File: config.mk
export PLATFORM = sky130hd
export DESIGN_NAME = xmodem_receiver
export DESIGN_NICKNAME = d
export VERILOG_FILES = /design/src/xmr_pkg.sv /design/src/xmodem_receiver.sv /design/src/xmr_front.sv /design/src/xmr_back.sv
export SDC_FILE = /design/constraint.sdc
export NUM_CORES = 1
export LEC_CHECK = 0
export ABC_AREA = 1
export BUFFER_PORTS_ARGS = -buffer_cell sky130_fd_sc_hd__buf_2
export CAP_MARGIN = 20
export CORE_ASPECT_RATIO = 0.6
export CORE_MARGIN = 1
export CORE_UTILIZATION = 67
export CTS_CLUSTER_DIAMETER = 120
export CTS_CLUSTER_SIZE = 16
export DETAILED_ROUTE_END_ITERATION = 10
export PLACE_DENSITY = 0.83
export SLEW_MARGIN = 20
export SYNTH_ARGS = -nofsm -noshare
export SYNTH_HDL_FRONTEND = slang
export SYNTH_SLANG_ARGS = --single-unit
File: constraint.sdc
create_clock -name clk -period 10.7 [get_ports clk]
set_input_delay 2.675 -clock clk [delete_from_list [all_inputs] [get_ports clk]]
set_output_delay 2.675 -clock clk [all_outputs]
set_load 0.05 [all_outputs]
File: src/xmr_pkg.sv
// shared types and constants of the xmodem receiver
// no dependencies
`default_nettype none
package xmr_pkg;
  localparam logic [1:0] KIND_START = 2'd0;
  localparam logic [1:0] KIND_BYTE  = 2'd1;
  localparam logic [1:0] KIND_TICK  = 2'd2;
  localparam logic [1:0] CFG_PERIOD = 2'd0;
  localparam logic [1:0] CFG_CRCATT = 2'd1;
  localparam logic [1:0] CFG_CHKATT = 2'd2;
  localparam logic [1:0] CFG_MAXTO  = 2'd3;
  localparam logic [7:0] B_SOH = 8'h01;
  localparam logic [7:0] B_EOT = 8'h04;
  localparam logic [7:0] B_ACK = 8'h06;
  localparam logic [7:0] B_NAK = 8'h15;
  localparam logic [7:0] B_CAN = 8'h18;
  localparam logic [7:0] B_C   = 8'h43;
  localparam logic [1:0] PS_NONE = 2'd0;
  localparam logic [1:0] PS_GOOD = 2'd1;
  localparam logic [1:0] PS_DUP  = 2'd2;
  localparam logic [1:0] PS_BAD  = 2'd3;

  typedef enum logic [2:0] {
    SES_IDLE = 3'd0, SES_SETUP = 3'd1, SES_RECV = 3'd2,
    SES_DONE = 3'd3, SES_ABORT = 3'd4, SES_FAIL = 3'd5
  } session_t;

  // one result item
  typedef struct packed {
    logic       tx_valid;
    logic [7:0] tx_byte;
    logic       payload_valid;
    logic [7:0] payload_byte;
    logic [6:0] payload_index;
    logic [1:0] frame_result;
    logic [2:0] session_status;
    logic       checksum_mode;
    logic       last;
  } result_t;

  // what the front hands the back for one input: up to two results
  typedef struct packed {
    logic    two;
    result_t r0;
    result_t r1;
  } entry_t;

  function automatic logic [15:0] crc_update(input logic [15:0] crc_in,
                                             input logic [7:0] b);
    logic [15:0] c;
    c = crc_in ^ {b, 8'h00};
    for (int i = 0; i < 8; i++) begin
      c = c[15] ? ({c[14:0], 1'b0} ^ 16'h1021) : {c[14:0], 1'b0};
    end
    return c;
  endfunction
endpackage
`default_nettype wire

File: src/xmodem_receiver.sv
// top level of the xmodem receiver
// depends on xmr_pkg, xmr_front, xmr_back
// an item's results are written into the result queue when it is accepted and are shown once earlier entries retire
// throughput: one item per cycle while the result queue has room
// an item with two results takes two pops at the output side
// reset (synchronous, rst_n low) sets session idle, queue empty, registers to defaults
`default_nettype none
module xmodem_receiver #(
  parameter int QueueDepth = 4
) (
  input  wire        clk,
  input  wire        rst_n,
  input  wire        in_push,
  output logic       in_full,
  input  wire [1:0]  in_kind,
  input  wire [7:0]  in_rx_byte,
  input  wire        cfg_valid,
  output logic       cfg_ready,
  input  wire [1:0]  cfg_index,
  input  wire [15:0] cfg_data,
  output logic       out_empty,
  input  wire        out_pop,
  output logic       out_tx_valid,
  output logic [7:0] out_tx_byte,
  output logic       out_payload_valid,
  output logic [7:0] out_payload_byte,
  output logic [6:0] out_payload_index,
  output logic [1:0] out_frame_result,
  output logic [2:0] out_session_status,
  output logic       out_checksum_mode,
  output logic       out_last
);
  import xmr_pkg::*;

  entry_t  ent;
  result_t res;
  logic    go;

  // front commits state on every accepted item
  assign go = in_push && !in_full;
  // config is always taken
  assign cfg_ready = 1'b1;

  xmr_front u_front (
    .clk, .rst_n, .go, .kind(in_kind), .rx_byte(in_rx_byte),
    .cfg_we(cfg_valid), .cfg_idx(cfg_index), .cfg_data, .ent
  );

  xmr_back #(.Depth(QueueDepth)) u_back (
    .clk, .rst_n, .push(go), .ent, .full(in_full),
    .pop(out_pop), .empty(out_empty), .res
  );

  assign out_tx_valid       = res.tx_valid;
  assign out_tx_byte        = res.tx_byte;
  assign out_payload_valid  = res.payload_valid;
  assign out_payload_byte   = res.payload_byte;
  assign out_payload_index  = res.payload_index;
  assign out_frame_result   = res.frame_result;
  assign out_session_status = res.session_status;
  assign out_checksum_mode  = res.checksum_mode;
  assign out_last           = res.last;
endmodule
`default_nettype wire

File: src/xmr_front.sv
// protocol engine: accepts an input item, updates session state, builds results
// depends on xmr_pkg
`default_nettype none
module xmr_front (
  input  wire              clk,
  input  wire              rst_n,
  input  wire              go,
  input  wire [1:0]        kind,
  input  wire [7:0]        rx_byte,
  input  wire              cfg_we,
  input  wire [1:0]        cfg_idx,
  input  wire [15:0]       cfg_data,
  output xmr_pkg::entry_t  ent
);
  import xmr_pkg::*;

  logic [15:0] period_r;
  logic [7:0]  crc_att_r, chk_att_r, max_to_r;
  session_t    ses_r, ses_nxt;
  logic [7:0]  pos_r, pos_nxt;
  logic [7:0]  start_r, start_nxt, blk_r, blk_nxt, cmp_r, cmp_nxt, fcb_r, fcb_nxt;
  logic [15:0] crc_r, crc_nxt;
  logic [7:0]  sum_r, sum_nxt, lgb_r, lgb_nxt, retry_r, retry_nxt;
  logic        usec_r, usec_nxt;
  logic [15:0] ela_r, ela_nxt;

  always_ff @(posedge clk) begin
    if (!rst_n) begin
      period_r <= 16'd1000; crc_att_r <= 8'd15; chk_att_r <= 8'd2; max_to_r <= 8'd15;
    end else if (cfg_we) begin
      case (cfg_idx)
        CFG_PERIOD: period_r  <= cfg_data;
        CFG_CRCATT: crc_att_r <= cfg_data[7:0];
        CFG_CHKATT: chk_att_r <= cfg_data[7:0];
        default:    max_to_r  <= cfg_data[7:0];
      endcase
    end
  end

  always_ff @(posedge clk) begin
    if (!rst_n) begin
      ses_r <= SES_IDLE; pos_r <= '0; crc_r <= '0; sum_r <= '0; lgb_r <= '0;
      retry_r <= '0; usec_r <= 1'b0; ela_r <= '0;
    end else if (go) begin
      ses_r <= ses_nxt; pos_r <= pos_nxt; crc_r <= crc_nxt; sum_r <= sum_nxt;
      lgb_r <= lgb_nxt; retry_r <= retry_nxt; usec_r <= usec_nxt; ela_r <= ela_nxt;
    end
  end

  always_ff @(posedge clk) begin
    if (go) begin
      start_r <= start_nxt; blk_r <= blk_nxt; cmp_r <= cmp_nxt; fcb_r <= fcb_nxt;
    end
  end

  result_t     r0, r1;
  logic        two, n0;
  logic [15:0] ela_inc;
  logic [8:0]  limit_w;
  logic [7:0]  limit;
  logic [7:0]  frame, pos1;
  logic [1:0]  st;

  always_comb begin
    ses_nxt = ses_r; pos_nxt = pos_r; start_nxt = start_r; blk_nxt = blk_r;
    cmp_nxt = cmp_r; fcb_nxt = fcb_r; crc_nxt = crc_r; sum_nxt = sum_r;
    lgb_nxt = lgb_r; retry_nxt = retry_r; usec_nxt = usec_r; ela_nxt = ela_r;
    r0 = '0; r1 = '0; two = 1'b0; n0 = 1'b0; st = PS_NONE;
    ela_inc = (ela_r == 16'hffff) ? ela_r : ela_r + 16'd1;
    limit_w = {1'b0, crc_att_r} + {1'b0, chk_att_r};
    limit = limit_w[8] ? 8'hff : limit_w[7:0];
    frame = usec_r ? 8'd132 : 8'd133;
    pos1 = pos_r + 8'd1;
    case (kind)
      KIND_START: begin
        ses_nxt = SES_SETUP; pos_nxt = '0; crc_nxt = '0; sum_nxt = '0; lgb_nxt = '0;
        retry_nxt = '0; usec_nxt = 1'b0; ela_nxt = '0;
      end
      KIND_BYTE: begin
        if ((ses_r == SES_SETUP && rx_byte == B_SOH) || ses_r == SES_RECV) begin
          if (ses_r == SES_SETUP) begin
            retry_nxt = '0; ela_nxt = '0; ses_nxt = SES_RECV;
          end
          if (rx_byte == B_EOT && pos_r == 8'd0 && ses_r == SES_RECV) begin
            ses_nxt = SES_DONE;
            r0.tx_valid = 1'b1; r0.tx_byte = B_ACK;
            r1.tx_valid = 1'b1; r1.tx_byte = B_ACK; two = 1'b1;
          end else if (pos_r == 8'd1 && rx_byte == B_CAN && start_r == B_CAN) begin
            ses_nxt = SES_ABORT;
          end else begin
            if (pos_r == 8'd0) begin
              start_nxt = rx_byte; crc_nxt = '0; sum_nxt = '0;
            end else if (pos_r == 8'd1) blk_nxt = rx_byte;
            else if (pos_r == 8'd2) cmp_nxt = rx_byte;
            else if (pos_r <= 8'd130) begin
              r0.payload_valid = 1'b1; r0.payload_byte = rx_byte;
              r0.payload_index = 7'(pos_r - 8'd3); n0 = 1'b1;
              crc_nxt = crc_update(crc_r, rx_byte);
              sum_nxt = sum_r + rx_byte;
            end else if (pos_r == 8'd131) fcb_nxt = rx_byte;
            pos_nxt = pos1;
            if (pos1 >= frame) begin
              pos_nxt = '0; ela_nxt = '0;
              // frame checks; crc/sum use values before this byte
              // checksum frames end on the sum byte itself
              if (start_r != B_SOH || 8'(blk_r + cmp_r) != 8'hff) st = PS_BAD;
              else if (blk_r == lgb_r) st = PS_DUP;
              else if (blk_r != lgb_r + 8'd1) st = PS_BAD;
              else if (usec_r ? (rx_byte != sum_r)
                              : (fcb_r != crc_r[15:8] || rx_byte != crc_r[7:0]))
                st = PS_BAD;
              else st = PS_GOOD;
              if (st == PS_GOOD) lgb_nxt = lgb_r + 8'd1;
              if (n0) begin
                r1.tx_valid = 1'b1; r1.tx_byte = (st == PS_BAD) ? B_NAK : B_ACK;
                r1.frame_result = st; two = 1'b1;
              end else begin
                r0.tx_valid = 1'b1; r0.tx_byte = (st == PS_BAD) ? B_NAK : B_ACK;
                r0.frame_result = st;
              end
            end
          end
        end else if (ses_r == SES_SETUP && rx_byte == B_CAN) ses_nxt = SES_ABORT;
      end
      KIND_TICK: begin
        if (ses_r == SES_SETUP) begin
          ela_nxt = ela_inc;
          if (ela_inc > period_r) begin
            if (retry_r < limit) begin
              r0.tx_valid = 1'b1; r0.tx_byte = usec_r ? B_NAK : B_C;
              ela_nxt = '0; retry_nxt = retry_r + 8'd1;
            end else begin
              ses_nxt = SES_FAIL;
              r0.tx_valid = 1'b1; r0.tx_byte = B_CAN;
              r1.tx_valid = 1'b1; r1.tx_byte = B_CAN; two = 1'b1;
            end
            if (retry_nxt >= crc_att_r) usec_nxt = 1'b1;
          end
        end else if (ses_r == SES_RECV) begin
          ela_nxt = ela_inc;
          if (ela_inc > period_r) begin
            if (retry_r > max_to_r) ses_nxt = SES_ABORT;
            else begin
              r0.tx_valid = 1'b1; r0.tx_byte = B_NAK; pos_nxt = '0;
              if (retry_r != 8'hff) retry_nxt = retry_r + 8'd1;
              ela_nxt = '0;
            end
          end
        end
      end
      default: ;
    endcase
    r0.session_status = ses_nxt; r0.checksum_mode = usec_nxt; r0.last = !two;
    r1.session_status = ses_nxt; r1.checksum_mode = usec_nxt; r1.last = 1'b1;
    ent.two = two; ent.r0 = r0; ent.r1 = r1;
  end
endmodule
`default_nettype wire

File: src/xmr_back.sv
// entry queue and result sequencer: splits entries into result items
// depends on xmr_pkg
`default_nettype none
module xmr_back #(
  parameter int Depth = 4
) (
  input  wire              clk,
  input  wire              rst_n,
  input  wire              push,
  input  xmr_pkg::entry_t  ent,
  output logic             full,
  input  wire              pop,
  output logic             empty,
  output xmr_pkg::result_t res
);
  import xmr_pkg::*;
  localparam int AW = $clog2(Depth);

  entry_t          mem_r [Depth];
  logic [AW-1:0]   wp_r, rp_r;
  logic [AW:0]     cnt_r;
  logic            half_r;
  logic            done;

  assign full  = cnt_r == (AW+1)'(Depth);
  assign empty = cnt_r == '0;
  assign res   = half_r ? mem_r[rp_r].r1 : mem_r[rp_r].r0;
  // entry retires after its last result item
  assign done  = pop && !empty && (half_r || !mem_r[rp_r].two);

  always_ff @(posedge clk) begin
    if (push && !full) mem_r[wp_r] <= ent;
  end

  always_ff @(posedge clk) begin
    if (!rst_n) begin
      wp_r <= '0; rp_r <= '0; cnt_r <= '0; half_r <= 1'b0;
    end else begin
      if (push && !full) wp_r <= (wp_r == AW'(Depth-1)) ? '0 : wp_r + 1'b1;
      if (done) rp_r <= (rp_r == AW'(Depth-1)) ? '0 : rp_r + 1'b1;
      if (pop && !empty) half_r <= !done;
      cnt_r <= cnt_r + (AW+1)'(push && !full) - (AW+1)'(done);
    end
  end
endmodule
`default_nettype wire

-- Word-level counts from Yosys, hierarchy flattened
Memories as Yosys holds them, arrays and structs flattened. A register that Yosys moved wholly into a read port is not among the register bits.
Cells that the tools add are included.
- add/sub/neg operators: 12
- muxes and demuxes: 154
- order comparisons: 6
- equal/unequal tests: 43
- divide/modulo/power cells: 0
- bitwise gates (word level): 16
- shift operators: 0
- reduce and logical (&&, ||, !) cells: 39
- $mul: 0
- operators by type and width (cell ; number):
    2-to-1 mux 16 bit ; 23
    2-to-1 mux 8 bit ; 34
    2-to-1 mux 9 bit ; 16
    2-to-1 mux 13 bit ; 8
    2-to-1 mux 27 bit ; 2
    one-hot mux 16 bit (3 select lines) ; 1
    one-hot mux 8 bit (3 select lines) ; 2
    2-to-1 mux 2 bit ; 21
    2-to-1 mux 18 bit ; 2
    one-hot mux 9 bit (2 select lines) ; 2
    2-to-1 mux 3 bit ; 11
    2-to-1 mux 32 bit ; 1
    inequality test 8 bit ; 4
    one-hot mux 16 bit (2 select lines) ; 1
    one-hot mux 8 bit (2 select lines) ; 2
    adder 8 x 1 -> 8 bit (second input constant) ; 3
    inverter 3 bit ; 8
    AND reduction 8 bit ; 3
    2-to-1 mux 1 bit ; 23
    adder 16 x 1 -> 16 bit (second input constant) ; 1
    adder 8 bit ; 2
    == test 16 bit (second input constant) ; 1
    == test 8 x 1 -> 1 bit (second input constant) ; 2
    == test 8 x 5 -> 1 bit (second input constant) ; 2
    other kinds (46) ; 95
- input bits: 33
- memory bits (read-only): 0
- word-level logic and storage cells: 291
- output and inout port bits: 35
- bits in registers: 148
- bits in writable memories: 192
- bits in latches: 0
- memories: 1
- memories (name ; words ; bits a word ; read ports ; clocked after Yosys merged registers in ; wr ports ; RTL line ; RTL):
    u_back.mem_r ; 4 ; 48 ; 1 ; 1 ; 1 ; xmr_back.sv:19 ; entry_t mem_r [Depth];

-- Depth between registers and ports, before layout
Gate-level depths: netlist of run 1.
- depth after elaboration: 25
- depth in mapped cells: 27
- depth with buffers taken out: 26

-- Modules after synthesis
From an unflattened synthesis of run 1, not the netlist that was laid out.
- cells, all modules: 2084
- area total of the unflattened synthesis: 19995.4 um2
- by module, submodules not included (module ; area an instance (um2) ; instances ; sequential area each (um2) ; cells each):
    xmr_back ; 10542.6 ; 1 ; 8007.7 ; 800
    xmr_front ; 9431.5 ; 1 ; 3123.0 ; 1280
    xmodem_receiver ; 21.3 ; 1 ; 0.0 ; 4

-- Worst setup path before layout of run 1
OpenSTA, ideal clock, no wires.
- path type: in2reg
- start: input port in_push
- end: memory u_back.mem_r[0][10] in the netlist's numbering, enable pin
- data required time: 10.269 ns
- arrival: 4.569 ns
- setup time: 0.431 ns
- buffers on the path: 1
- cell stages on the path: 3
- slack: 5.700 ns
- cell sequence: nand2_1 > clkbuf_1 > nor2_1
- word-level cells in the longest chain between the ends: 4
- RTL lines (what ; RTL line ; RTL):
    start, declared ; xmodem_receiver.sv:13 ; input wire in_push,
    logical AND 1 bit ; xmodem_receiver.sv:40 ; assign go = in_push && !in_full;
    logical AND 1 bit ; xmr_back.sv:32 ; if (push && !full) mem_r[wp_r] <= ent;
    2-to-1 mux 1 bit ; xmr_back.sv:32 ;
    2-to-1 mux 1 bit (not written as such) ; xmr_back.sv:32 ;
    end, declared ; xmr_back.sv:19 ;
No other way between the ends.

==> impl_metrics.json, run 1 <==
{
  "status": "finished, final reports clean",
  "cp_slowest_cell": "buf_4",
  "slew_viol_final": 0,
  "netlist_top_cells_area": "edfxtp_1, dfxtp_1, nand2_1",
  "hold_viol": 0,
  "dp_hpwl_mm": 26.4,
  "reg2reg_to": "u_front.usec_r$_SDFFE_PN0P_",
  "p_int_mw": 1.98,
  "rsz0062_at_grt": "false",
  "cp_max_fo": 75,
  "die_h_um": 121,
  "route.met3.wl_mm": 4.16,
  "synth-seq-area-share": 0.495,
  "synthCells": 1824,
  "power_leakage_nw": 7.04,
  "path_common_cell": "buf_4",
  "critPathLaunchType": "register",
  "grt_first_pass_wirelength_mm": 60.9,
  "timing.setup.tns_ns": 0,
  "ios": 68,
  "holdPathStages": 2,
  "grt_antenna_before_repair": 0,
  "clock_latency_ns": 0.55,
  "wl_mm": 37.8,
  "port_buffers": 64,
  "tightest_slew_ns": 0.938,
  "power.total_mw": 3.26,
  "switching_share": 0.394,
  "fillCellCount": 1663,
  "synth.avg_cell_area_um2": 8.60,
  "p_seq_frac": 0.421,
  "crit_required_ns": 8.03,
  "overflow": 0,
  "worstSetupPathType": "register to output pin",
  "maxCapViolCount": 0,
  "slew_headroom": 0.373,
  "cp_cell_sequence": "buf_4 > clkinv_1 > buf_4 > o21ai_0 > o22ai_1 > nor2_1 > a31oi_1 > buf_2",
  "wl_per_cell_um": 17.3,
  "antenna_cells": 0,
  "m1WireLength_mm": 16.9,
  "drc": 0,
  "clock_skew_ns": 0.0313,
  "regToRegStartpoint": "u_front.chk_att_r[2]$_SDFFE_PN0P_",
  "grt_usage": 0.322,
  "wl_met2_mm": 15.9,
  "slowest_delay_ns": 0.61,
  "worst_slack_ns": 4.76,
  "cp.arrival_ns": 3.27,
  "drt_iter0_drc": 1481,
  "place_congestion": 1.00,
  "power_density_nw_per_um2": 194,
  "regArea_um2": 7770,
  "cp-end-kind": "output pin",
  "comb_power_share": 0.339,
  "synth_top_area_share": 0.344,
  "cts_tree": "built",
  "firstDrtPassIters": 6,
  "grt_pass1_vias": 12000,
  "dieArea_um2": 24100,
  "synth_area_um2": 15700,
  "r2r_cells": 27,
  "p_sw_mw": 1.29,
  "holdCritPathClass": "register to register",
  "drive_above_1_share": 0.0825,
  "max_freq_mhz": 168,
  "clk_pin_slew_ns": 0.08,
  "ant_nets": 0,
  "multi_input_comb_area_um2": 6970,
  "min_period_ns": 5.94,
  "nets": 1980,
  "yosys_warnings": 0,
  "ctsResizeCount": 0,
  "ys_seq_elements": 298,
  "peakVddDrop_v": 0.000324,
  "grt_max_degree": 76,
  "r2r_slack_ns": 6.01,
  "cts_hold_buf": 0,
  "pre_cts_slack_ns": 4.91,
  "cts_num_sinks": 298,
  "routed-via-count": 12800,
  "synth_cell_types": 57,
  "cts_root_buf": "clkbuf_16",
  "yosysTopAreaCell": "edfxtp_1",
  "rows": 42,
  "start_util": 0.698,
  "cts_setup_buffers": 0,
  "pwr-share-clk": 0.240,
  "highest_layer": "met4",
  "viasPerCell": 5.84,
  "die_w_um": 200,
  "clock_path_buffers": 3,
  "crit_end": "out_tx_byte[0]",
  "area_delta_synth_final_pct": 7.44,
  "fin_crit_sh": 0.556,
  "core_um2": 22500,
  "final_cell_mix": "nand2_1, nor2_1, edfxtp_1, inv_1, a21oi_1",
  "finalSetupViolCount": 0,
  "final_common_cell": "nand2_1",
  "numCtsBuffers": 22,
  "ctsHtreeMaxLevel": 1
}
==> kinds of logic (layout without fill, tap and decap cells) <==
logic type	Yosys count	in the layout	share of synthesized area
AOI/OAI and AO/OA	347	347	0.119
and+or+nand+nor	770	770	0.211
adders and majority gates	84	84	0.0689
DFF	298	298	0.495
other	2	3	0.000479
buffers and inverters	248	301	0.0637
xor gates and xnor gates	75	75	0.0423
==> cell type report <==
cell class,instances,area share
clock buffer,37,0.0360
clock inverter,2,0.00148
inverter,185,0.0412
multi-input combinational,1279,0.413
sequential,298,0.461
tap,308,0.0229
timing repair buffer,77,0.0246
==> metrics by stage <==
step,hold slack (ns),utilization,instances,instance area (µm²)
4_1_cts,0.469,0.749,2185,16900
5_1_grt,0.493,0.750,2186,16900
3_3_place_gp,0.452,0.721,2146,16200
2_1_floorplan,0.433,-,1825,15700
3_5_place_dp,0.458,0.721,2146,16200
6_report,0.466,0.750,2186,16900
==> critical path, delay by kind of cell (launching register included) <==
kind | cells | cell delay, ns
AO/OA/AOI/OAI | 3 | 0.47
buffers and inverters | 4 | 1.76
flip-flops | 1 | 0.32
AND/OR/NAND/NOR | 1 | 0.10
==> cell usage after synthesis, drive strengths merged <==
cell / instances
conb: 2
or3: 1
o21a: 4
xor2: 52
o21ai: 146
xnor2: 23
inv: 182
a31oi: 9
o31ai: 1
buf: 18
nand3b: 3
dfxtp: 118
o21bai: 3
nand2: 295
o22a: 1
o211a: 1
a2111oi: 1
and2: 2
or2: 19
nand3: 108
nor3: 22
nand4: 20
o22ai: 11
o211ai: 14
fa: 4
o221ai: 1
nor2: 294
a211o: 1
and3: 2
ha: 80
o2111ai: 2
edfxtp: 180
nor3b: 3
clkinv: 3
a21oi: 150
nor4: 1
clkbuf: 45
a211oi: 2
==> worst min-delay path by stage <==
stage | start | to | slack, ns
6_report | u_front.max_to_r[4]$_SDFFE_PN0P_ | u_front.max_to_r[4]$_SDFFE_PN0P_ | 0.47
5_1_grt | u_front.max_to_r[4]$_SDFFE_PN0P_ | u_front.max_to_r[4]$_SDFFE_PN0P_ | 0.49
4_1_cts | u_front.max_to_r[4]$_SDFFE_PN0P_ | u_front.max_to_r[4]$_SDFFE_PN0P_ | 0.47
3_5_place_dp | u_front.max_to_r[4]$_SDFFE_PN0P_ | u_front.max_to_r[4]$_SDFFE_PN0P_ | 0.46
3_3_place_gp | u_front.max_to_r[4]$_SDFFE_PN0P_ | u_front.max_to_r[4]$_SDFFE_PN0P_ | 0.45
2_1_floorplan | u_front.max_to_r[0]$_SDFFE_PN1P_ | u_front.max_to_r[0]$_SDFFE_PN1P_ | 0.43
==> sequential cells by signal (all words and copies together), names as in the netlist, 16 cells and up, named ones only <==
register,flops
u_front.ela_r,16
u_front.period_r,16
u_back.mem_r,148
u_front.crc_r,16
==> routing by layer <==
layer | up-vias | global-route usage
li1 | 6179 | -
met1 | 5856 | 0.478
met2 | 653 | 0.476
met3 | 78 | 0.0773
met4 | 0 | 0.0792
met5 | - | 0
==> power groups by stage <==
stage          registers [mW]  clock network, mW  logic, mW
2_1_floorplan            1.38                  0      0.835
3_3_place_gp             1.39                  0       1.07
3_5_place_dp             1.40                  0       1.09
4_1_cts                  1.37              0.786       1.10
5_1_grt                  1.38              0.829       1.20
6_report                 1.37              0.784       1.11
No activity file was read; power rests on OpenSTA's default activity.
==> run 2, diff against run 1 <==
- CORE_UTILIZATION: 67 -> 56
- PLACE_DENSITY: 0.83 -> 0.73
- clock period: 10.7 -> 5 ns (I/O delays scaled with it)
==> run 2 against run 1 <==
Net effect:
- setup slack lost 4.1 ns
- clock power grew 120%
- total power grew 110%
- combinational power grew 110%
- largest cell class unchanged
- critical endpoint is now u_front.usec_r$_SDFFE_PN0P_
- critical path type is now register to register
==> impl_metrics.json, run 2 (synthesis results as in run 1) <==
{
  "status": "finished, final reports clean",
  "cp.arrival_ns": 4.75,
  "die_w_um": 218,
  "place_congestion": 0.955,
  "power_density_nw_per_um2": 412,
  "power.total_mw": 7.01,
  "port_buffers": 64,
  "grt_antenna_before_repair": 0,
  "antenna_cells": 0,
  "crit_required_ns": 5.44,
  "final_common_cell": "nand2_1",
  "ios": 68,
  "drive_above_1_share": 0.0860,
  "nets": 1987,
  "critPathLaunchType": "register",
  "slew_viol_final": 0,
  "worstSetupPathType": "register to register",
  "largest_reg_flops": 148,
  "cp_max_fo": 12,
  "regMostFlops": "u_back.mem_r",
  "ant_nets": 0,
  "cts_root_buf": "clkbuf_16",
  "slew_headroom": 0.384,
  "regArea_um2": 7770,
  "whs_ns": 0.464,
  "rsz0062_at_grt": "false",
  "routed-via-count": 12400,
  "grt_first_pass_wirelength_mm": 61.4,
  "clk_pin_slew_ns": 0.08,
  "wl_mm": 37.7,
  "dp_hpwl_mm": 26.7,
  "holdCritPathClass": "register to register",
  "core_um2": 27600,
  "power_leakage_nw": 7.08,
  "viasPerCell": 5.52,
  "grt_pass1_vias": 11500,
  "numCtsBuffers": 22,
  "cts_hold_buf": 0,
  "maxCapViolCount": 0,
  "fillCellCount": 2367,
  "rows": 47,
  "worst_slack_ns": 0.697,
  "clock_skew_ns": 0.0263,
  "tightest_slew_ns": 0.917,
  "grt_usage": 0.269,
  "clock_latency_ns": 0.55,
  "final_cell_mix": "nand2_1, nor2_1, edfxtp_1, inv_1, a21oi_1",
  "dieArea_um2": 28700,
  "cts_num_sinks": 298,
  "fin_util": 0.616,
  "cts_tree": "built",
  "die_h_um": 132,
  "finalSetupViolCount": 0,
  "clock_path_buffers": 3,
  "grt_max_degree": 75,
  "area_delta_synth_final_pct": 8.26,
  "peakVddDrop_v": 0.000352,
  "max_freq_mhz": 232,
  "ctsHtreeMaxLevel": 1,
  "cts_setup_buffers": 0,
  "wl_per_cell_um": 16.7,
  "cp-end-kind": "register",
  "overflow": 0,
  "fin_crit_sh": 0.861,
  "drt_iter0_drc": 1174,
  "firstDrtPassIters": 5,
  "start_util": 0.569,
  "multi_input_comb_area_um2": 6960,
  "ctsResizeCount": 0,
  "drc": 0,
  "timing.setup.tns_ns": 0,
  "hold_viol": 0,
  "pre_cts_slack_ns": 0.753,
  "min_period_ns": 4.30
}
run 2: cell count changes in the layout (fill, tap and decap cells not counted), sizes merged:
cell	before	now
buf	77	84
inv	181	182
clkinv	6	4
run 2: metal layers:
layer  vias up  routed length [µm]  track usage
met4         0                 499       0.0455
met3        36                2560       0.0421
li1       6198                   -            -
met1      5828               18500        0.419
met2       372               16100        0.395
met5         -                   0            0
run 2: area by class of cell:
cell class              instances  share of cell area
flip-flops and latches        298               0.457
multi-input cells            1279               0.410
inverters                     185              0.0409
clock buffers                  37              0.0370
repair buffers                 84              0.0277
well taps                     367              0.0270
clock inverters                 1            0.000516
run 2: power by group:
| part | total, mW | switching [mW] | internal [mW] | leakage (nW) |
|---|---|---|---|---|
| Sequential | 2.94 | 0.120 | 2.82 | 2.65 |
| Combinational | 2.38 | 1.78 | 0.599 | 4.12 |
| Clock | 1.69 | 0.838 | 0.857 | 0.304 |
run 2: stage by stage:
stage | cell area [µm²] | instances
after floorplan | 15700 | 1825
after global placement | 16400 | 2213
after detailed placement | 16400 | 2213
after CTS | 17000 | 2251
after global routing | 17000 | 2251
final | 17000 | 2251
run 2: path summary, 6_finish.rpt:
kind	start	endpoint	slack, ns	depth (start not counted)
worst max-delay path	u_front.chk_att_r[0]$_SDFFE_PN0P_	u_front.usec_r$_SDFFE_PN0P_	0.70	25
worst min register to register	u_front.max_to_r[5]$_SDFFE_PN0P_	u_front.max_to_r[5]$_SDFFE_PN0P_	0.46	2
worst max register to register	u_front.chk_att_r[0]$_SDFFE_PN0P_	u_front.usec_r$_SDFFE_PN0P_	0.70	25
worst min-delay path	u_front.max_to_r[5]$_SDFFE_PN0P_	u_front.max_to_r[5]$_SDFFE_PN0P_	0.46	2
run 2: critical path: stages, from the launching register on:
cell,delay (ns)
dfxtp_1,0.33
ha_1,0.23
fa_1,0.45
nand2_1,0.11
nand2_1,0.09
nand2_1,0.10
nor2_1,0.05
nor2_1,0.12
xnor2_1,0.15
nor2_1,0.06
ha_1,0.28
inv_1,0.04
nor3_1,0.20
nand2_1,0.22
nand2_1,0.42
nand2_1,0.13
nand2_1,0.10
ha_1,0.25
a21oi_1,0.14
o21ai_0,0.09
nand2_1,0.07
o2111ai_1,0.12
nand2_1,0.10
nand2_1,0.11
o21ai_0,0.18
inv_1,0.06
==> run 3, diff against run 2 <==
--- a/config.mk
+++ b/config.mk
@@ -9,3 +9,2 @@
 export BUFFER_PORTS_ARGS = -buffer_cell sky130_fd_sc_hd__buf_2
-export CAP_MARGIN = 20
 export CORE_ASPECT_RATIO = 0.6
==> constraint.sdc (replaced) <==
create_clock -name clk -period 3.59 [get_ports clk]
set_input_delay 0.1795 -clock clk [delete_from_list [all_inputs] [get_ports clk]]
set_output_delay 0.1795 -clock clk [all_outputs]
set_load 0.05 [all_outputs]
==> run 3 against run 2 <==
Net effect:
- the flow now finishes with violations (setup timing)
- global-route usage rose by 0.27 points
- total power increased by 41%
- maximum frequency grew 18%
- combinational power is 44% higher
- non-clock buffer count is 43 higher
==> impl_metrics.json, run 3 (synthesis results as in run 1) <==
{
  "die_w_um": 218,
  "regToRegStartpoint": "u_front.crc_att_r[2]$_SDFFE_PN1P_",
  "fin_crit_sh": 1.01,
  "ios": 68,
  "finish.instance_area_um2": 17600,
  "grt_antenna_before_repair": 0,
  "slew_headroom": 0.362,
  "fin_util": 0.639,
  "die_h_um": 132,
  "power_leakage_nw": 7.29,
  "core_um2": 27600,
  "violations": "setup timing",
  "clock_skew_ns": 0.0195,
  "antenna_cells": 0,
  "ctsHtreeMaxLevel": 1,
  "worst_slack_ns": -0.0433,
  "slew_viol_final": 0,
  "hold_viol": 0,
  "regMostFlops": "u_back.mem_r",
  "cts_tree": "built",
  "drt_iter0_drc": 1236,
  "status": "complete, but fails checks",
  "final_cell_mix": "nor2_1, nand2_1, edfxtp_1, inv_1, a21oi_1",
  "wl_per_cell_um": 17.0,
  "peakVddDrop_v": 0.000463,
  "port_buffers": 64,
  "numCtsBuffers": 22,
  "timing.setup.tns_ns": -0.154,
  "dieArea_um2": 28700,
  "clk_pin_slew_ns": 0.08,
  "dp_hpwl_mm": 27.0,
  "fillCellCount": 2310,
  "worstSetupPathType": "register to register",
  "start_util": 0.569,
  "overflow": 0,
  "largest_reg_flops": 148,
  "clock_latency_ns": 0.54,
  "regArea_um2": 7780,
  "cts_num_sinks": 298,
  "firstDrtPassIters": 5,
  "r2r_cells": 27,
  "area_delta_synth_final_pct": 12.2,
  "drc": 0,
  "clock_path_buffers": 3,
  "wl_mm": 39.0,
  "rows": 47,
  "max_freq_mhz": 275,
  "viasPerCell": 5.57,
  "power_density_nw_per_um2": 563,
  "rsz0062_at_grt": "true",
  "crit_required_ns": 4.03,
  "grt_pass1_vias": 11800,
  "crit_path_start": "u_front.crc_att_r[2]$_SDFFE_PN1P_",
  "pre_cts_slack_ns": -0.142,
  "hp-start": "in_rx_byte[4]",
  "cp.arrival_ns": 4.08,
  "place_congestion": 0.926,
  "critPathLaunchType": "register",
  "nets": 2030,
  "grt_first_pass_wirelength_mm": 61.7,
  "drive_above_1_share": 0.129,
  "grt_usage": 0.271,
  "holdCritPathClass": "input port to register",
  "final_common_cell": "nor2_1",
  "placed_area_um2": 16600,
  "maxCapViolCount": 0,
  "routed-via-count": 12800,
  "tightest_slew_ns": 0.952,
  "grt_max_degree": 73,
  "cp_max_fo": 5,
  "multi_input_comb_area_um2": 7190,
  "cts_root_buf": "clkbuf_16",
  "cp-end-kind": "register",
  "finalSetupViolCount": 5,
  "ant_nets": 0,
  "min_period_ns": 3.63,
  "holdPathStages": 1
}
==> run 3: cell types whose count changed in the layout (fill, tap and decap cells not counted), moves of 7 or more <==
cell,previous run,this run
dfxtp_1,117,110
o21ai_0,145,138
nor2_1,283,274
dlygate4sd3_1,0,16
a21oi_1,149,140
nand2_1,287,271
a21oi_2,1,10
nand2_2,6,21
buf_4,20,44
==> run 3: report_power, final <==
group          leakage, nW  switching [mW]  total (mW)  internal [mW]
clock network        0.304            1.18        2.38           1.19
logic                 4.33            2.51        3.43          0.918
registers             2.66           0.178        4.10           3.92
==> run 3: worst paths after layout <==
| kind | end | slack, ns |
|---|---|---|
| max | u_front.usec_r$_SDFFE_PN0P_ | -0.04 |
| min | u_front.fcb_r[4]$_DFFE_PP_ | 0.02 |
| max reg2reg | u_front.usec_r$_SDFFE_PN0P_ | -0.04 |
| min reg2reg | u_front.max_to_r[4]$_SDFFE_PN0P_ | 0.46 |
==> run 3: metrics by stage <==
step                      std cells  hold WS [ns]  power (mW)
after floorplan                1825         0.278        6.61
after global placement         2234         0.404        7.43
after detailed placement       2234         0.408        7.49
after CTS                      2288      0.000228        9.87
after global routing           2294        0.0168        10.4
final                          2294        0.0233        9.91
==> run 3: critical path: stages, from the launching register on <==
cell	delay (ns)
dfxtp_2	0.34
ha_4	0.24
a21oi_2	0.12
nand2_1	0.09
nand2_2	0.09
nand2_2	0.05
a21oi_2	0.14
o21ai_1	0.10
a21oi_2	0.13
xnor2_1	0.13
nor2_1	0.07
ha_1	0.31
inv_2	0.10
nor3_4	0.05
a211oi_2	0.21
nand2_2	0.12
buf_6	0.14
nand2_1	0.07
nand2_1	0.06
ha_1	0.31
nand2_2	0.09
nor2_2	0.05
nand4_1	0.06
o2111ai_1	0.11
nand2_1	0.09
nand2_2	0.08
o21ai_1	0.14
inv_1	0.05
==> run 3: repair_timing <==
action                                  in CTS  in global routing
hold buffers                                16                  0
endpoints found under the setup margin       5                 86
endpoints found under the hold margin       34                  0
pin swaps                                    3                 14
buffers inserted                             0                  5
gates resized for setup                      3                 57
gates cloned                                 0                  1
==> run 3: final cells by class <==
class / count / area share
multi-input combinational: 1279 / 0.408
clock buffer: 37 / 0.0357
timing repair buffer: 127 / 0.0485
clock inverter: 1 / 0.000497
inverter: 185 / 0.0394
tap: 367 / 0.0261
sequential: 298 / 0.442
==> run 3: routing by layer <==
metal,part of all wire,wire length [µm],vias to the layer above,track usage
met4,0.013,517,0,0.0540
met3,0.082,3190,43,0.0391
met1,0.48,18700,5980,0.428
met5,0,0,-,0
met2,0.43,16600,483,0.393
li1,-,-,6279,-
